--- config.mk ---
export PLATFORM = sky130hd
export DESIGN_NAME = apa_ram
export DESIGN_NICKNAME = d
export VERILOG_FILES = /design/src/sv/assert_macros.svh /design/src/sv/apa_ram.sv
export SDC_FILE = /design/constraint.sdc
export NUM_CORES = 1
export LEC_CHECK = 0
export BUFFER_PORTS_ARGS = -buffer_cell sky130_fd_sc_hd__buf_2
export CAP_MARGIN = 20
export CORE_ASPECT_RATIO = 1.25
export CORE_MARGIN = 10
export CORE_UTILIZATION = 47
export DETAILED_ROUTE_END_ITERATION = 6
export PLACE_DENSITY = 0.59
export RECOVER_POWER = 100
export SYNTH_ARGS = -nofsm -noshare
export SYNTH_HDL_FRONTEND = slang
export SYNTH_SLANG_ARGS = --single-unit
--- constraint.sdc ---
create_clock -name clk -period 5.5 [get_ports clk]
set_clock_uncertainty 0.2 [all_clocks]
set_input_delay 1.1 -clock clk [delete_from_list [all_inputs] [get_ports clk]]
set_output_delay 1.1 -clock clk [all_outputs]
set_load 0.1 [all_outputs]
--- src/sv/assert_macros.svh ---
// ----------------------------------------------------------------------------
// assert_macros.svh
// Concurrent assertion shorthands, sampled on clk and disabled in reset.
// ----------------------------------------------------------------------------
`ifndef ASSERT_MACROS_SVH
`define ASSERT_MACROS_SVH

`ifndef NO_ASSERTIONS

`define ASSERT_ALWAYS(lbl, expr, msg) \
  lbl: assert property (@(posedge clk) disable iff (!rst_n) (expr)) else $error(msg);

`define ASSERT_IMPLY(lbl, ante, cons, msg) \
  lbl: assert property (@(posedge clk) disable iff (!rst_n) (ante) |-> (cons)) \
    else $error(msg);

`define ASSERT_NEXT(lbl, ante, cons, msg) \
  lbl: assert property (@(posedge clk) disable iff (!rst_n) (ante) |=> (cons)) \
    else $error(msg);

`else

`define ASSERT_ALWAYS(lbl, expr, msg)
`define ASSERT_IMPLY(lbl, ante, cons, msg)
`define ASSERT_NEXT(lbl, ante, cons, msg)

`endif

`endif

--- src/sv/apa_ram.sv ---
// ----------------------------------------------------------------------------
// apa_ram
// Generic single-write, single-read RAM with registered read data.
// ----------------------------------------------------------------------------
module apa_ram #(
  parameter int WIDTH = 8,
  parameter int DEPTH = 32,
  parameter int AW    = (DEPTH > 1) ? $clog2(DEPTH) : 1
) (
  input  logic             clk,
  input  logic             we,
  input  logic [AW-1:0]    waddr,
  input  logic [WIDTH-1:0] wdata,
  input  logic [AW-1:0]    raddr,
  output logic [WIDTH-1:0] rdata
);

  logic [WIDTH-1:0] mem_r [DEPTH];
  logic [WIDTH-1:0] rdata_r;

  always_ff @(posedge clk) begin
    if (we) begin
      mem_r[waddr] <= wdata;
    end
    rdata_r <= mem_r[raddr];
  end

  assign rdata = rdata_r;

endmodule

== After elaboration in Yosys (flattened, before gate mapping) ==
Memory sizes are Yosys's and may differ from the RTL's. A register that Yosys moved wholly into a read port is not among the register bits.
Index checks and enable logic that the tools add are counted.
W data, S select, Z words.
Storage, ports and cells
  output and inout port bits: 8
  memories kept: 1
  word-level logic and storage cells: 3
  RAM bits: 256
  bits of input ports: 20
  register bits after elaboration: 0
Memories
  mem_r: words 32, width 8, rd ports 1, clocked after Yosys merged registers in 1, write ports 1, RTL line apa_ram.sv:18  | logic [WIDTH-1:0] mem_r [DEPTH];
Cells by class
  mux-type cells: 2
Operator list (count)
  $mux W1: 2

== Longest topological paths before layout ==
  word-level depth: 2
  depth in mapped cells: 5
  depth with buffers taken out: 3

== Worst setup path after synthesis ==
No wires, ideal clock.
  path type: input-to-reg
  start point: input raddr[2]
  end point: register rdata_r[0], in the netlist rdata[0] (read register of mem_r)
  setup slack: 2.398 ns
  required time: 5.179 ns
  data arrival time: 2.782 ns
  cell stages on the path: 5
  path buffers: 2
  library setup time: 0.121 ns
  cells stage by stage: clkbuf_1 -> clkbuf_1 -> mux4_2 -> mux4_2 -> mux2_2
RTL lines
  start, declared: RTL line apa_ram.sv:14  | input logic [AW-1:0] raddr,
  end, declared: RTL line apa_ram.sv:19  | logic [WIDTH-1:0] rdata_r;

==> results.json <==
{
  "outcome": "finished with violations",
  "violations": "capacitance limit, slew limit",
  "worstPathCellList": "clkbuf_2 -> buf_4 -> mux4_2 -> mux4_2 -> mux2_2",
  "synthCells": 417,
  "leakagePower_nw": 3.411,
  "cts_inserted_buffers": 25,
  "ys_seq_area_share_pct": 78.06,
  "synth_top_family_by_area": "multiplexers",
  "grt-ovfl-total": 0,
  "io_pins": 28,
  "grt_pass1_vias": 4571,
  "area_growth_pct": 11.26,
  "first_pass_iters": 5,
  "h-tree-depth": 1,
  "ys_types": 15,
  "synthMuxAreaShare_pct": 18.82,
  "synth.net_count": 437,
  "period_minus_slack_ps": 3597,
  "cts_tree": "built",
  "gr-usage-met1_pct": 22.28,
  "yosys_warnings": 0,
  "grt_antenna_before_repair": 0,
  "finalSetupViolations": 0,
  "critical_path_peak_fanout": 29,
  "yosysTopAreaCellShare_pct": 76.47,
  "relSlewSlack_pct": -10.29,
  "synthTopCellsByArea": "edfxtp_1 76%, mux4_2 18%, dfxtp_1 1.6%, nor2_1 1.2%, mux2_2 0.90%",
  "crit_type": "input pin to flop",
  "initial_utilization_pct": 47.95,
  "multi_input_comb_area_um2": 2100,
  "ys_ff_latch": 264,
  "ctsHoldBuffers": 0,
  "drtIter0Drc": 405,
  "hold_class": "flop to flop",
  "cap_violations": 1,
  "clockBufferDepth": 3,
  "yosys.area.top_type": "edfxtp_1",
  "fmax_mhz": 278.0,
  "critPathTopFamily": "buffers and inverters",
  "p_per_area_nw_per_um2": 364.8,
  "ant_nets": 0,
  "core_um2": 20970,
  "grt-busiest-layer": "met2",
  "antenna_cells": 0,
  "clock_sinks": 264,
  "drc": 0,
  "critical_path.most_common_cell": "mux4_2",
  "yosys.area_share.simple_pct": 2.066,
  "slowest_stage": "clkbuf_2",
  "cp.arrival_ps": 3790,
  "cp_num_buf_inv": 2,
  "met2_usage_pct": 23.62,
  "cts_resized": 0,
  "slowest_delay_ps": 900,
  "grtUsageTotal_pct": 15.26,
  "routedWlPerCell_um": 27.41,
  "totalWireLength_um": 20510,
  "holdWs_ps": 707.6,
  "crit_path_end_kind": "flop",
  "drv_slew": 33,
  "seqCellArea_um2": 7848,
  "dr_total_vias": 4368,
  "peakVddDrop_v": 0.0002101,
  "synth_xor_area_share_pct": 0,
  "rows": 59,
  "postCtsSetupBuffers": 0,
  "fillers": 1611,
  "worst_pin_slew_ps": 1654,
  "finalPower_w": 0.004081,
  "synthAdderAreaFrac_pct": 0,
  "fin_setup_tns_ps": 0,
  "timing.final.crit_share_pct": 65.40,
  "dieArea_um2": 27680,
  "portBuffers": 27,
  "hold_viol": 0,
  "nNetsFinal": 475,
  "final_cell_area_um2": 11190,
  "required_ps": 5700,
  "rsz0062_at_grt": "false",
  "via_per_inst": 5.840,
  "grt_pass1_wl_um": 31060,
  "syn_avg_cell_area_um2": 24.11,
  "grtUsageMet3_pct": 2.562,
  "clock_latency_ps": 520,
  "dp_hpwl_um": 12790,
  "gp_congestion": 0.7820,
  "cp-start-kind": "input pin",
  "clkTransAtPathRegs_ps": 60,
  "cts_root_buf": "clkbuf_16",
  "die_h_um": 183.5,
  "layout-drive-gt1-share_pct": 28.48,
  "die_x_um": 150.8,
  "synth-compound-area-share_pct": 0,
  "synthesis.area_um2": 10050,
  "utilization_pct": 53.35,
  "place_area_um2": 10470,
  "grt_max_degree": 33
}
-- worst min-delay path: stages (launching register included) --
cell and delay, ps:
edfxtp_1 310, mux4_2 210, mux4_2 220, mux2_2 130
-- layer usage --
| metal | part of all wire (%) | wire length (um) |
|---|---|---|
| met5 | 0 | 0 |
| met4 | 1.7 | 342 |
| met3 | 6.0 | 1224 |
| met2 | 49 | 10010 |
| met1 | 44 | 8925 |
-- cell type report --
type,count,area share (%)
Multi-Input combinational cell,133,18.77
Clock buffer,29,5.727
Clock inverter,17,0.9172
Sequential cell,264,70.16
Tap cell,274,3.065
Timing Repair Buffer,31,1.365
-- power by group --
part,internal (W),switching (W)
clock network,0.000878,0.000694
logic,0.0000852,0.000176
registers,0.00224,0.00000918
total,0.00320,0.000879
-- synthesized netlist by cell type (all sizes together) --
cell type / count
nand3b: 5
dfxtp: 8
nand3: 2
or3: 1
buf: 14
clkbuf: 6
or3b: 3
nand2: 1
mux4: 80
mux2: 8
nor2: 33
edfxtp: 256
-- through the flow --
step | worst slack (ps) | cells
after floorplan | 2398 | 417
after global placement | 1799 | 702
final | 1903 | 748
after detailed placement | 1783 | 702
after global routing | 1643 | 748
after CTS | 2313 | 748
-- final timing paths --
| kind | startpoint | depth (start not counted) | to | slack [ps] |
|---|---|---|---|---|
| worst max register to register | mem_r[5][5]$_DFFE_PP_ | 3 | rdata[5]$_DFF_P_ | 3480 |
| worst max-delay path | raddr[0] | 5 | rdata[1]$_DFF_P_ | 1900 |
| worst min register to register | mem_r[10][6]$_DFFE_PP_ | 3 | rdata[6]$_DFF_P_ | 710 |
| worst min-delay path | mem_r[10][6]$_DFFE_PP_ | 3 | rdata[6]$_DFF_P_ | 710 |
-- layout by cell type, fill, tap and decap left out, drive strengths merged --
cell type / instances
buf: 10
bufinv: 1
clkbuf: 50
clkinv: 15
dfxtp: 8
edfxtp: 256
inv: 1
mux2: 8
mux4: 80
nand2: 1
nand3: 2
nand3b: 5
nor2: 33
or3: 1
or3b: 3
-- cells by family after synthesis --
group         after synthesis
mux                        88
flops                     264
buf+inv                    20
simple gates               45
-- flip-flops by register name, summed over array words and instances, names as in the netlist --
| register | flops |
|---|---|
| mem_r | 256 |
| rdata | 8 |
Note: power is estimated with default switching activity, not from simulation.
