File: src/sv/assert_macros.svh
// ----------------------------------------------------------------------------
// assert_macros.svh
// Concurrent assertion shorthands, sampled on clk and disabled in reset.
// ----------------------------------------------------------------------------
`ifndef ASSERT_MACROS_SVH
`define ASSERT_MACROS_SVH

`ifndef NO_ASSERTIONS

`define ASSERT_ALWAYS(lbl, expr, msg) \
  lbl: assert property (@(posedge clk) disable iff (!rst_n) (expr)) else $error(msg);

`define ASSERT_IMPLY(lbl, ante, cons, msg) \
  lbl: assert property (@(posedge clk) disable iff (!rst_n) (ante) |-> (cons)) \
    else $error(msg);

`define ASSERT_NEXT(lbl, ante, cons, msg) \
  lbl: assert property (@(posedge clk) disable iff (!rst_n) (ante) |=> (cons)) \
    else $error(msg);

`else

`define ASSERT_ALWAYS(lbl, expr, msg)
`define ASSERT_IMPLY(lbl, ante, cons, msg)
`define ASSERT_NEXT(lbl, ante, cons, msg)

`endif

`endif

File: src/sv/apa_pkg.sv
// ----------------------------------------------------------------------------
// apa_pkg
// Shared widths, constants and types of the pedestal accumulator.
// ----------------------------------------------------------------------------
package apa_pkg;

  localparam int CH_W      = 5;
  localparam int ADC_W     = 20;
  localparam int CNT_W     = 16;
  localparam int SUM_W     = 36;
  localparam int CUT_W     = 21;
  localparam int PED_W     = 24;
  localparam int MINP_W    = 16;
  localparam int FRAC_W    = 4;
  localparam int CFG_AW    = 3;
  localparam int CFG_DW    = 32;

  localparam int NUM_CHANNELS_DEF = 32;
  localparam int MAX_REPORT       = 32;

  // bit-serial divider: (sum << 4) / count, one quotient bit per cycle
  localparam int DIV_DVD_W = SUM_W + FRAC_W;
  localparam int DIV_STEPS = DIV_DVD_W;
  localparam int DIV_CNT_W = $clog2(DIV_STEPS + 1);

  localparam logic [CNT_W-1:0]  CNT_MAX      = '1;
  localparam logic [CUT_W-1:0]  CUT_OFFSET   = 21'd100;
  localparam logic [PED_W-1:0]  THR_OFFSET   = 24'd240;
  localparam logic [MINP_W-1:0] MIN_PEDS_RST = 16'd500;
  localparam logic [ADC_W-1:0]  INIT_CUT_RST = 20'hFFFFF;

  localparam logic KIND_SAMPLE  = 1'b0;
  localparam logic KIND_COMPUTE = 1'b1;

  typedef struct packed {
    logic [CNT_W-1:0] count;
    logic [SUM_W-1:0] sum;
    logic [CUT_W-1:0] cut;
    logic [PED_W-1:0] mean;
  } entry_t;

  typedef struct packed {
    logic [MINP_W-1:0] min_peds;
    logic [CNT_W-1:0]  trigger;
    logic [ADC_W-1:0]  initial_cut;
    logic              cut_reload;
  } cfg_regs_t;

  typedef struct packed {
    logic busy;
    logic done;
  } div_stat_t;

endpackage

File: src/sv/apa_cfg.sv
// ----------------------------------------------------------------------------
// apa_cfg
// APB register file: min_peds (with its precomputed fifth) and initial_cut.
// ----------------------------------------------------------------------------
module apa_cfg
  import apa_pkg::*;
(
  input  logic              clk,
  input  logic              rst_n,
  input  logic              psel,
  input  logic              penable,
  input  logic              pwrite,
  input  logic [CFG_AW-1:0] paddr,
  input  logic [CFG_DW-1:0] pwdata,
  output logic [CFG_DW-1:0] prdata,
  output logic              pready,
  output cfg_regs_t         cfg
);

  localparam logic REG_MIN_PEDS    = 1'b0;
  localparam logic REG_INITIAL_CUT = 1'b1;

  // x / 5 for 16-bit x as (x * 0xCCCD) >> 18
  localparam logic [16:0]      TRIG_RECIP = 17'd52429;
  localparam int               TRIG_SHIFT = 18;
  localparam logic [CNT_W-1:0] TRIG_RST   = CNT_W'(MIN_PEDS_RST / 5);

  logic [MINP_W-1:0] min_peds_r, min_peds_nxt;
  logic [ADC_W-1:0]  init_cut_r, init_cut_nxt;
  logic [CNT_W-1:0]  trig_r, trig_nxt;
  logic [32:0]       trig_prod;
  logic              wr_en;
  logic              reg_sel;

  assign wr_en     = psel & penable & pwrite & pready;
  assign reg_sel   = paddr[2];
  assign pready    = 1'b1;
  assign trig_prod = {17'b0, pwdata[MINP_W-1:0]} * {16'b0, TRIG_RECIP};

  always_comb begin
    min_peds_nxt = min_peds_r;
    init_cut_nxt = init_cut_r;
    trig_nxt     = trig_r;
    if (wr_en) begin
      case (reg_sel)
        REG_MIN_PEDS: begin
          min_peds_nxt = pwdata[MINP_W-1:0];
          trig_nxt     = trig_prod[TRIG_SHIFT +: CNT_W];
        end
        REG_INITIAL_CUT: begin
          init_cut_nxt = pwdata[ADC_W-1:0];
        end
        default: begin
        end
      endcase
    end
  end

  always_ff @(posedge clk) begin
    if (!rst_n) begin
      min_peds_r <= MIN_PEDS_RST;
      init_cut_r <= INIT_CUT_RST;
      trig_r     <= TRIG_RST;
    end else begin
      min_peds_r <= min_peds_nxt;
      init_cut_r <= init_cut_nxt;
      trig_r     <= trig_nxt;
    end
  end

  always_comb begin
    case (reg_sel)
      REG_MIN_PEDS:    prdata = {{(CFG_DW-MINP_W){1'b0}}, min_peds_r};
      REG_INITIAL_CUT: prdata = {{(CFG_DW-ADC_W){1'b0}}, init_cut_r};
      default:         prdata = '0;
    endcase
  end

  assign cfg.min_peds    = min_peds_r;
  assign cfg.trigger     = trig_r;
  assign cfg.initial_cut = init_cut_r;
  // every channel's cut falls back to initial_cut on this write
  assign cfg.cut_reload  = wr_en && (reg_sel == REG_INITIAL_CUT);

endmodule

File: config.mk
export PLATFORM = sky130hd
export DESIGN_NAME = apa_cfg
export DESIGN_NICKNAME = d
export VERILOG_FILES = /design/src/sv/assert_macros.svh /design/src/sv/apa_pkg.sv /design/src/sv/apa_cfg.sv
export SDC_FILE = /design/constraint.sdc
export NUM_CORES = 1
export LEC_CHECK = 0
export ABC_AREA = 1
export BUFFER_PORTS_ARGS = -buffer_cell sky130_fd_sc_hd__buf_2
export CORE_MARGIN = 4
export CORE_UTILIZATION = 25
export DETAILED_ROUTE_END_ITERATION = 6
export PLACE_DENSITY = 0.51
export SLEW_MARGIN = 10
export SYNTH_ARGS = -nofsm -noshare
export SYNTH_HDL_FRONTEND = slang
export SYNTH_SLANG_ARGS = --single-unit
File: constraint.sdc
create_clock -name clk -period 6.2 [get_ports clk]
set_input_delay 0.62 -clock clk [delete_from_list [all_inputs] [get_ports clk]]
set_output_delay 0.62 -clock clk [all_outputs]
set_load 0.05 [all_outputs]
== Word-level counts from Yosys, hierarchy flattened ==
Index checks and enable logic that the tools add are counted.
Storage, ports and cells
  logic and storage cells: 11
  bits of input ports: 40
  register bits: 50
Cells by class
  $mul: 1
  reductions and logical operators: 3
  bitwise logic cells: 3
  multiplexer cells: 1
Operators with widths (count)
  $pmux 32 s2: 1
  $mul 16x16->32 const B: 1
  $reduce_and 2->1: 2
  $and 1x1->1: 2
  $logic_and 1x1->1: 1
  $not 1->1: 1

== Logic depth before layout (Yosys ltp) ==
  depth in word-level cells: 3
  mapped depth: 24

== Worst setup path before layout ==
OpenSTA, ideal clock, no wires.
  kind: input to register
  start: input port pwdata[11]
  end: register trig_r[12]
  stages: 20
  library setup time: 0.109 ns
  path slack: 1.522 ns
  arrival time: 4.569 ns
  path through: ha_1 inv_1 fa_1 fa_1 inv_1 fa_1 inv_1 fa_1 inv_1 ha_1 ha_1 nand2_1 nor2_1 nand2_1 nor4_2 nand2_1 nand3_1 nand3_1 nand2_1 inv_1
Between the ends
  cells in the longest elaborated chain, start to end: 1
Ends and longest elaborated chain
  start, declared: line apa_cfg.sv:14  | input logic [CFG_DW-1:0] pwdata,
  $mul 16x16->32: line apa_cfg.sv:38  | assign trig_prod = {17'b0, pwdata[MINP_W-1:0]} * {16'b0, TRIG_RECIP};
  end signal, assigned: line apa_cfg.sv:67  | trig_r <= trig_nxt;
  end, declared: line apa_cfg.sv:30  | logic [CNT_W-1:0] trig_r, trig_nxt;
No other way between the ends.
A chain may end at the register's enable or synchronous reset.

== Worst setup path in the final report ==
  start: input port pwdata[7]
  end: register trig_r[7]
The elaborated chain is that of the path after synthesis.

==> results.sh <==
export IMPL_grt_total_usage_pct=12.7
export IMPL_reg2reg_to="trig_r[9]"
export IMPL_start_util_pct=25.5
export IMPL_min_from="init_cut_r[4]"
export IMPL_outcome="finished clean"
export IMPL_clk_pin_slew_ns=0.07
export IMPL_swShare_pct=59.2
export IMPL_grt_pass1_wl_mm=33.5
export IMPL_r2r_start="trig_r[9]"
export IMPL_p_int_mw=1.68
export IMPL_synth_top_area_share_pct=22.3
export IMPL_cts_buffers=5
export IMPL_min_period_ns=5.14
export IMPL_antenna_cells=0
export IMPL_maxCapViolCount=0
export IMPL_syn_cell_area_um2=7360
export IMPL_ys_seq_area_share_pct=13.6
export IMPL_fin_crit_sh_pct=82.9
export IMPL_die_w_um=180
export IMPL_min_path_type="reg -> reg"
export IMPL_synth_top_cell_by_area="ha_1"
export IMPL_holdPathStages=2
export IMPL_pre_cts_ws_ns=0.747
export IMPL_rsz0062_at_grt="false"
export IMPL_die_area_um2=32300
export IMPL_layout_common_cells="nand2_1, inv_1, ha_1"
export IMPL_synthCells=987
export IMPL_coreArea_um2=28900
export IMPL_final_util_pct=29.0
export IMPL_setup_viol=0
export IMPL_vias=6211
export IMPL_relSlewSlack_pct=51.2
export IMPL_ctsHoldBuffers=0
export IMPL_dp_hpwl_mm=17.6
export IMPL_critPathLaunchType="input pin"
export IMPL_clock_latency_ns=0.30
export IMPL_worstPathArrival_ns=5.34
export IMPL_setup_ws_ns=1.06
export IMPL_grt_pass1_vias=6202
export IMPL_fillers=3218
export IMPL_critPathKind="in -> reg"
export IMPL_firstDrtPassIters=5
export IMPL_ios=126
export IMPL_ys_ff_latch=50
export IMPL_p_switching_mw=2.43
export IMPL_avgSynthCellArea_um2=7.46
export IMPL_yosysWarningCount=0
export IMPL_crit_start="pwdata[7]"
export IMPL_cts_resized_gates=0
export IMPL_die_h_um=180
export IMPL_power_frac_seq_pct=8.3
export IMPL_root_buffer="clkbuf_16"
export IMPL_fmax_mhz=194
export IMPL_cts_sinks=50
export IMPL_synth_area_leaders="ha_1, fa_1, dfxtp_1"
export IMPL_post_cts_setup_buffer_count=0
export IMPL_synth_cell_types=34
export IMPL_via_per_inst=4.26
export IMPL_cp_required_ns=6.39
export IMPL_hold_viol=0
export IMPL_drt_iter0_markers=254
export IMPL_grt_max_degree=47
export IMPL_worst_slew_pin_slew_ns=0.732
export IMPL_setup_tns_ns=0
export IMPL_total_leakage_power_nw=4.76
export IMPL_row_count=62
export IMPL_gp_congestion=0.865
export IMPL_nets=1323
export IMPL_whs_endpoint="init_cut_r[4]"
export IMPL_worst_path_max_fanout=7
export IMPL_r2r_setup_slack_ns=5.52
export IMPL_wl_mm=20.3
export IMPL_powerDensity_nw_per_um2=492
export IMPL_drive_gt1_share_pct=11.8
export IMPL_overflow=0
export IMPL_cts_tree="done"
export IMPL_ir_drop_v=0.000276
export IMPL_cts_max_level=2
export IMPL_antenna_left=0
export IMPL_clock_skew_ns=0
export IMPL_port_buffers=96
export IMPL_syn_to_final_growth_pct=13.5
export IMPL_drc=0
export IMPL_drv_slew=0
export IMPL_combPwrFrac_pct=84.7
export IMPL_avgRoutedWirePerCell_um=13.9
export IMPL_antenna_found_initial=0
export IMPL_cp_end_kind="flip-flop"
export IMPL_cts_buffer_depth=2
export IMPL_pwr_share_clk_pct=6.9
export IMPL_layout_commonest_cell="nand2_1"
export IMPL_r2r_cells=4
synthesized netlist by cell type:
master / count
a21boi_0: 1
a21o_1: 4
a21oi_1: 36
a21oi_2: 1
a31oi_1: 2
and2_1: 1
buf_1: 1
buf_2: 3
buf_4: 15
clkbuf_1: 12
clkinv_1: 2
conb_1: 2
dfxtp_1: 50
fa_1: 79
ha_1: 131
inv_1: 221
inv_2: 3
nand2_1: 230
nand2_2: 7
nand2_4: 1
nand3_1: 45
nand3b_1: 3
nand4_1: 8
nor2_1: 71
nor2_2: 5
nor2_4: 2
nor3_2: 2
nor4_2: 1
o211ai_1: 7
o21ai_0: 27
o21ai_1: 3
o21bai_1: 4
xnor2_1: 1
xor2_1: 6
through the flow:
stage               cells  area, µm²  hold slack (ns)  power [mW]
detailed placement   1450       8200            0.462        3.85
CTS                  1458       8360            0.481        4.17
finish               1458       8360            0.475        4.11
global placement     1450       8200            0.460        3.85
floorplan            1000       7410            0.697        2.95
global route         1458       8360            0.502        4.68
layer usage:
layer / share of wire, % / vias to the layer above / GRT usage (%)
li1: - / 3174 / -
met5: 0 / - / 0
met3: 3.7 / 18 / 1.58
met4: 1.5 / 0 / 2.04
met2: 47 / 120 / 22.1
met1: 48 / 2899 / 17.3
registers in the layout, indices dropped and copies added (netlist names):
| name | flops |
|---|---|
| trig_r | 14 |
| min_peds_r | 16 |
| init_cut_r | 20 |
critical path, cell delays in order:
cell,delay (ns)
buf_2,0.23
ha_1,0.29
inv_1,0.15
fa_1,0.47
fa_1,0.55
inv_1,0.06
fa_1,0.54
inv_1,0.06
fa_1,0.54
inv_1,0.04
ha_1,0.32
ha_1,0.39
nand2_1,0.12
nor2_1,0.26
nand2_1,0.13
nor2_1,0.12
o21ai_1,0.07
nand3_1,0.14
nor2_1,0.05
o21ai_1,0.13
inv_1,0.04
how the worst max path moves through the flow:
| stage | end | slack, ns | cells after the start |
|---|---|---|---|
| finish | trig_r[7] | 1.06 | 21 |
| global route | trig_r[7] | 0.77 | 21 |
| floorplan | trig_r[12] | 1.52 | 20 |
| CTS | trig_r[7] | 1.01 | 21 |
| global placement | trig_r[7] | 0.75 | 21 |
| detailed placement | trig_r[7] | 0.75 | 21 |
cell type report:
type                       count  area (µm²)  area share, %
clock buffer                   5         125           1.50
clock inverter                 3        28.8          0.344
timing repair buffer          97         488           5.84
multi-input combinational    693        5390           64.4
tap                          384         480           5.75
sequential                    50        1000           12.0
inverter                     226         848           10.2
power groups by stage:
stage	Sequential [mW]	Combinational [mW]	Clock, mW
floorplan	0.395	2.55	0
global placement	0.350	3.50	0
detailed placement	0.351	3.50	0
CTS	0.343	3.53	0.296
global route	0.345	4.03	0.311
finish	0.343	3.48	0.286
logic make-up after synthesis:
kind of cell,count (synthesis),synth area share [%]
buf+inv,257,13.9
compound gates,85,6.41
flops,50,13.6
xor+xnor,7,0.833
fa+ha+maj,210,43.7
other cells,2,0.102
simple gates,376,21.4
(Power assumes the default switching activity.)
