## config.mk

```make
export PLATFORM = sky130hd
export DESIGN_NAME = apa_div
export DESIGN_NICKNAME = d
export VERILOG_FILES = /design/src/sv/assert_macros.svh /design/src/sv/apa_pkg.sv /design/src/sv/apa_div.sv
export SDC_FILE = /design/constraint.sdc
export NUM_CORES = 1
export LEC_CHECK = 0
export ABC_CLOCK_PERIOD_IN_PS = 3530
export BUFFER_PORTS_ARGS = -buffer_cell sky130_fd_sc_hd__buf_2
export CAP_MARGIN = 25
export CORE_MARGIN = 5
export CORE_UTILIZATION = 56
export CTS_CLUSTER_SIZE = 10
export DETAILED_ROUTE_END_ITERATION = 16
export PLACE_DENSITY_LB_ADDON = 0.3
export REMOVE_ABC_BUFFERS = 1
export SLEW_MARGIN = 20
export SYNTH_ARGS = -nofsm -noshare
export SYNTH_HDL_FRONTEND = slang
export SYNTH_SLANG_ARGS = --single-unit
```

## constraint.sdc

```tcl
create_clock -name clk -period 3.53 [get_ports clk]
set_input_delay 0.353 -clock clk [delete_from_list [all_inputs] [get_ports clk]]
set_output_delay 0.353 -clock clk [all_outputs]
set_load 0.02 [all_outputs]
```

## src/sv/assert_macros.svh

```systemverilog
// ----------------------------------------------------------------------------
// assert_macros.svh
// Concurrent assertion shorthands, sampled on clk and disabled in reset.
// ----------------------------------------------------------------------------
`ifndef ASSERT_MACROS_SVH
`define ASSERT_MACROS_SVH

`ifndef NO_ASSERTIONS

`define ASSERT_ALWAYS(lbl, expr, msg) \
  lbl: assert property (@(posedge clk) disable iff (!rst_n) (expr)) else $error(msg);

`define ASSERT_IMPLY(lbl, ante, cons, msg) \
  lbl: assert property (@(posedge clk) disable iff (!rst_n) (ante) |-> (cons)) \
    else $error(msg);

`define ASSERT_NEXT(lbl, ante, cons, msg) \
  lbl: assert property (@(posedge clk) disable iff (!rst_n) (ante) |=> (cons)) \
    else $error(msg);

`else

`define ASSERT_ALWAYS(lbl, expr, msg)
`define ASSERT_IMPLY(lbl, ante, cons, msg)
`define ASSERT_NEXT(lbl, ante, cons, msg)

`endif

`endif

```

## src/sv/apa_pkg.sv

```systemverilog
// ----------------------------------------------------------------------------
// apa_pkg
// Shared widths, constants and types of the pedestal accumulator.
// ----------------------------------------------------------------------------
package apa_pkg;

  localparam int CH_W      = 5;
  localparam int ADC_W     = 20;
  localparam int CNT_W     = 16;
  localparam int SUM_W     = 36;
  localparam int CUT_W     = 21;
  localparam int PED_W     = 24;
  localparam int MINP_W    = 16;
  localparam int FRAC_W    = 4;
  localparam int CFG_AW    = 3;
  localparam int CFG_DW    = 32;

  localparam int NUM_CHANNELS_DEF = 32;
  localparam int MAX_REPORT       = 32;

  // bit-serial divider: (sum << 4) / count, one quotient bit per cycle
  localparam int DIV_DVD_W = SUM_W + FRAC_W;
  localparam int DIV_STEPS = DIV_DVD_W;
  localparam int DIV_CNT_W = $clog2(DIV_STEPS + 1);

  localparam logic [CNT_W-1:0]  CNT_MAX      = '1;
  localparam logic [CUT_W-1:0]  CUT_OFFSET   = 21'd100;
  localparam logic [PED_W-1:0]  THR_OFFSET   = 24'd240;
  localparam logic [MINP_W-1:0] MIN_PEDS_RST = 16'd500;
  localparam logic [ADC_W-1:0]  INIT_CUT_RST = 20'hFFFFF;

  localparam logic KIND_SAMPLE  = 1'b0;
  localparam logic KIND_COMPUTE = 1'b1;

  typedef struct packed {
    logic [CNT_W-1:0] count;
    logic [SUM_W-1:0] sum;
    logic [CUT_W-1:0] cut;
    logic [PED_W-1:0] mean;
  } entry_t;

  typedef struct packed {
    logic [MINP_W-1:0] min_peds;
    logic [CNT_W-1:0]  trigger;
    logic [ADC_W-1:0]  initial_cut;
    logic              cut_reload;
  } cfg_regs_t;

  typedef struct packed {
    logic busy;
    logic done;
  } div_stat_t;

endpackage

```

## src/sv/apa_div.sv

```systemverilog
// ----------------------------------------------------------------------------
// apa_div
// Restoring bit-serial divider, one quotient bit per cycle, low bits kept.
// ----------------------------------------------------------------------------
module apa_div
  import apa_pkg::*;
(
  input  logic                 clk,
  input  logic                 rst_n,
  input  logic                 start,
  input  logic [DIV_DVD_W-1:0] dividend,
  input  logic [CNT_W-1:0]     divisor,
  output div_stat_t            stat,
  output logic [PED_W-1:0]     quotient
);

  logic                 busy_r, busy_nxt;
  logic                 done_r, done_nxt;
  logic [DIV_CNT_W-1:0] step_r, step_nxt;
  logic [DIV_DVD_W-1:0] dvd_r;
  logic [CNT_W-1:0]     dsr_r;
  logic [CNT_W-1:0]     rem_r, rem_nxt;
  logic [PED_W-1:0]     quo_r;
  logic [CNT_W:0]       trial;
  logic                 qbit;

  // remainder stays below the divisor, so one extra bit covers the trial
  assign trial   = {rem_r, dvd_r[DIV_DVD_W-1]} - {1'b0, dsr_r};
  assign qbit    = ~trial[CNT_W];
  assign rem_nxt = qbit ? trial[CNT_W-1:0] : {rem_r[CNT_W-2:0], dvd_r[DIV_DVD_W-1]};

  always_comb begin
    busy_nxt = busy_r;
    done_nxt = 1'b0;
    step_nxt = step_r;
    if (start) begin
      busy_nxt = 1'b1;
      step_nxt = '0;
    end else if (busy_r) begin
      step_nxt = step_r + 1'b1;
      if (step_r == DIV_CNT_W'(DIV_STEPS - 1)) begin
        busy_nxt = 1'b0;
        done_nxt = 1'b1;
      end
    end
  end

  always_ff @(posedge clk) begin
    if (!rst_n) begin
      busy_r <= 1'b0;
      done_r <= 1'b0;
      step_r <= '0;
    end else begin
      busy_r <= busy_nxt;
      done_r <= done_nxt;
      step_r <= step_nxt;
    end
  end

  always_ff @(posedge clk) begin
    if (start) begin
      dvd_r <= dividend;
      dsr_r <= divisor;
      rem_r <= '0;
      quo_r <= '0;
    end else if (busy_r) begin
      dvd_r <= {dvd_r[DIV_DVD_W-2:0], 1'b0};
      rem_r <= rem_nxt;
      quo_r <= {quo_r[PED_W-2:0], qbit};
    end
  end

  assign stat.busy = busy_r;
  assign stat.done = done_r;
  assign quotient  = quo_r;

endmodule

```

Word level (Yosys, flattened, before mapping)
Index checks and enable logic that the tools add are counted.
{"block": "totals", "ff_bits": 104, "latchBits": 0, "ramBits": 0, "rom_bits": 0, "inputBits": 59, "output_inout_bits": 26, "word_cells": 23, "n_memories": 0}
{"block": "classes", "add_sub_neg": 2, "n_mul": 0, "div_mod_pow": 0, "order_cmp": 0, "eq_ne": 1, "shifts": 0, "muxes": 7, "bitwise_logic": 3, "reduce_logical": 3}
{"operator": "$mux 40", "count": 2}
{"operator": "$sub 17x16->17", "count": 1}
{"operator": "$mux 16", "count": 1}
{"operator": "$add 6x1->6 const B", "count": 1}
{"operator": "$eq 6x6->1 const B", "count": 1}
{"operator": "$mux 1", "count": 4}
{"operator": "$not 1->1", "count": 3}
{"operator": "$reduce_or 3->1", "count": 1}
{"operator": "$reduce_bool 2->1", "count": 1}
{"operator": "$reduce_or 2->1", "count": 1}

Logic depth before layout (Yosys ltp)
{"block": "logic_depth", "depth_word": 4, "depth_mapped": 11, "ltp_nobuf": 10}

Least setup slack after synthesis
OpenSTA, ideal clock, no wires.
{"block": "synth_timing", "path_type": "register to register", "start": "reg dvd_r[39]", "end": "reg rem_r[7]", "setup_time_ns": 0.134, "arrival_time_ns": 2.321, "required_time_ns": 3.396, "path_slack_ns": 1.075, "stages_incl_launch_ff": 12, "path_buffers": 1, "synth_period_minus_slack_ns": 2.455, "cell_sequence": "edfxtp_1 -> inv_1 -> ha_1 -> fa_1 -> nand2b_1 -> a21oi_1 -> o2111ai_2 -> o311ai_4 -> xnor2_4 -> buf_8 -> mux2i_1 -> a211oi_1"}
{"block": "synth_between", "elab_chain_cells": 2}
{"item": "start: declaration", "line_no": "apa_div.sv:20", "text": "logic [DIV_DVD_W-1:0] dvd_r;"}
{"item": "start signal: assignment", "line_no": "apa_div.sv:62", "text": "dvd_r <= dividend;"}
{"item": "start signal: assignment", "line_no": "apa_div.sv:67", "text": "dvd_r <= {dvd_r[DIV_DVD_W-2:0], 1'b0};"}
{"item": "$sub 17x16->17", "line_no": "apa_div.sv:28", "text": "assign trial = {rem_r, dvd_r[DIV_DVD_W-1]} - {1'b0, dsr_r};"}
{"item": "$mux 16", "line_no": "apa_div.sv:30", "text": "assign rem_nxt = qbit ? trial[CNT_W-1:0] : {rem_r[CNT_W-2:0], dvd_r[DIV_DVD_W-1]};"}
{"item": "end signal: assignment", "line_no": "apa_div.sv:68", "text": "rem_r <= rem_nxt;"}
{"item": "end: declaration", "line_no": "apa_div.sv:22", "text": "logic [CNT_W-1:0] rem_r, rem_nxt;"}
Every way passes these cells.
A chain may end at the register's enable or synchronous reset.

Worst setup path after layout
{"block": "layout_timing", "start": "reg dvd_r[39]", "end": "reg rem_r[5]"}
Same word-level chain as after synthesis.

==> metrics.cfg <==
[timing]
setup_viol = 0
hold_violations = 0
setup_tns_ns = 0
min_period_ns = 2.778
slew_headroom_pct = 39.14
finalCritPeriodShare_pct = 78.69
fmax_mhz = 360.0
worst_slew_pin_slew_ns = 0.9128
finalClockSkew_ns = 0.01188
drv_slew = 0
rsz0062_at_grt = false

[yosys]
synth_top_family_by_area = multiplexers
synth.area.top_cells = edfxtp_1 34%, dfxtp_1 19%, mux2i_1 7.8%, mux2_2 6.8%, ha_1 4.3%
synth_mux_area_share_pct = 16.64
netlist_instances = 426
synth_edf_count = 56
yosys_warnings = 0
ys_types = 49
synth_compound_area_share_pct = 8.783
synthSimpleGateAreaFrac_pct = 8.908
ys_ff_latch = 104
syn-cell-area_um2 = 4986
async_reset_ff_share_pct = 0
synth_fa_ha_area_share_pct = 4.668
yosys.area.top_type = edfxtp_1
yosys.area.top_type_share_pct = 33.73
synth-main-ff-cell = edfxtp_1
synth-seq-area-share_pct = 53.00
postSynthAreaPerCell_um2 = 11.70
synthXorXnorAreaFrac_pct = 3.538

[setup_path]
crit_path_end_kind = register
max_stage_delay_ns = 0.65
r2r_cells = 10
crit_arrival_ns = 3.05
reg2reg_from = dvd_r[39]
crit_buf_inv = 1
worstPathRequired_ns = 3.80
start_kind = register
path_cells = inv_1 -> ha_1 -> fa_1 -> nand2b_1 -> a21oi_1 -> o2111ai_2 -> o311ai_4 -> xnor2_4 -> mux2i_1 -> a211oi_1
reg2reg_to = rem_r[5]
cp_slowest_cell = xnor2_4
critPathTopFamily = compound AO/OA/AOI/OAI gates
crit_fanout = 17
reg2reg_setup_slack_ns = 0.75
criticalPathCategory = register to register

[pwr]
powerDensity_nw_per_um2 = 474.0
peakVddDrop_v = 0.0002645
switching_power_w = 0.0007681
combinationalPowerShare_pct = 20.2
p_leak_nw = 2.329
internal_power_w = 0.001897
switching_share_pct = 28.82
clkPwrFrac_pct = 26.7
pwr-share-seq_pct = 53.1

[final_layout]
final_cell_count_no_fill = 617
area_growth_pct = 12.77
final_core_util_pct = 64.48
antenna_cells = 0
design_area_um2 = 5623
drive_gt1_share_pct = 27.70
nets = 581

[clock_network]
cts_buffer_depth = 2
cts-buffers-inserted = 9
cts_resized = 0
cts_sinks = 104
cts_tree = yes
path_clk_slew_ns = 0.11
clk_latency_ns = 0.36
cts.htree.levels = 3
ctsHoldBuffers = 0
root_buffer = clkbuf_8
cts_setup_buffers = 0

[routing]
drt_iter0_drc = 129
vias = 3394
avgRoutedWirePerCell_um = 14.83
drt_wl_total_um = 9150
drc = 0
vias_per_cell = 5.501
dr.pass1.iters = 4
detail-route-antenna-nets = 0

[placed_design]
dp.cells = 601
gp_congestion = 0.8757
dpl.hpwl_um = 6616
io_buffers = 84
place_area_um2 = 5431

[global_route]
grt_max_degree = 52
grt_pass1_wl_um = 15580
antenna_found_initial = 0
grt_usage_pct = 17.09
gr-total-overflow = 0
grt_pass1_vias = 3378

[die]
rows = 34
die_width_um = 104.4
die_h_um = 104.4
core_um2 = 8721
die_area_um2 = 10890
ios = 85
initial_utilization_pct = 57.17

[min_path]
hp-class = input port to register
holdPathStages = 1
whs_endpoint = dsr_r[0]
hp-start = divisor[0]

[run]
maxCapViolCount = 0

[run_status]
outcome = finished clean

[metrics by stage]
step	hold slack, ns	total power, W	setup slack [ns]
detailed placement	0.4770	0.001978	0.7559
CTS	0.1390	0.002692	0.7296
finish	0.1598	0.002665	0.7521
global route	0.1386	0.002816	0.5054
floorplan	0.4254	0.001836	0.2966
global placement	0.4667	0.001956	0.9513
[area by class of cell]
class / count / area, um2
sequential: 104 / 2644
tap: 108 / 135.1
clock buffer: 10 / 127.6
fill: 675 / 3098
inverter: 21 / 78.83
multi-input combinational: 280 / 2121
timing repair buffer: 88 / 452.9
clock inverter: 6 / 63.81
[flip-flops by register name, indices dropped and copies added (netlist names)]
signal	flops
rem_r	16
step_r	6
dsr_r	16
dvd_r	40
quotient	24
done_r	1
busy_r	1
[placed cells by master, fill, tap and decap left out, drive strengths merged, types with 2 or more instances in the layout]
master  count
buf        88
edfxtp     56
nor2       53
dfxtp      48
mux2i      39
mux2       39
inv        24
a21oi      23
nand2      18
ha         17
o21ai      15
a211oi     13
xor2       10
clkbuf     10
xnor2       8
nor3        7
nand2b      6
nand4       4
o21a        3
nor2b       3
o211ai      2
o21bai      2
or3         2
or2         2
o311ai      2
clkinv      2
[per-layer routing]
metal,track usage [%],part of all wire [%],up-vias
met5,0,0,-
met4,4.440,1.0,0
met3,6.766,7.7,11
met2,28.28,49,84
met1,20.76,42,1619
li1,-,-,1680
[synth_stat cells, drive strengths merged (2+ instances only)]
| library cell | number |
|---|---|
| inv | 21 |
| o211ai | 2 |
| a21oi | 23 |
| nor2b | 3 |
| ha | 17 |
| xnor2 | 8 |
| nand2b | 6 |
| edfxtp | 56 |
| o21bai | 2 |
| xor2 | 10 |
| nand4 | 4 |
| o21ai | 15 |
| o21a | 3 |
| or3 | 2 |
| o311ai | 2 |
| or2 | 2 |
| nor2 | 53 |
| buf | 9 |
| nor3 | 7 |
| a211oi | 13 |
| mux2i | 39 |
| clkbuf | 10 |
| dfxtp | 48 |
| mux2 | 39 |
| nand2 | 18 |
[kinds of logic after synthesis]
| logic type | count (synthesis) |
|---|---|
| compound gates | 66 |
| xor+xnor | 18 |
| fa+ha+maj | 18 |
| buf+inv | 42 |
| flops | 104 |
| mux | 78 |
| simple gates | 100 |
[worst max path at each step]
stage	from	to	slack, ns	cells past startpoint
after floorplan	busy_r	dvd_r[0]	0.30	1
after global placement	dvd_r[39]	rem_r[8]	0.95	10
after detailed placement	dvd_r[39]	rem_r[5]	0.76	10
after CTS	dvd_r[39]	rem_r[5]	0.73	10
after global routing	dvd_r[39]	rem_r[6]	0.51	10
final	dvd_r[39]	rem_r[5]	0.75	10
[worst reg2reg max path, stage by stage (launching register included)]
cell,delay (ns)
edfxtp_1,0.41
inv_1,0.08
ha_1,0.18
fa_1,0.22
nand2b_1,0.14
a21oi_1,0.12
o2111ai_2,0.26
o311ai_4,0.20
xnor2_4,0.65
mux2i_1,0.17
a211oi_1,0.27
[power groups by stage]
| stage | combinational [W] | clock [W] | sequential, W |
|---|---|---|---|
| detailed placement | 0.000536 | 0 | 0.00144 |
| finish | 0.000538 | 0.000713 | 0.00141 |
| global placement | 0.000517 | 0 | 0.00144 |
| CTS | 0.000540 | 0.000737 | 0.00142 |
| global route | 0.000600 | 0.000792 | 0.00142 |
| floorplan | 0.000391 | 0 | 0.00145 |
(Power assumes the default switching activity.)
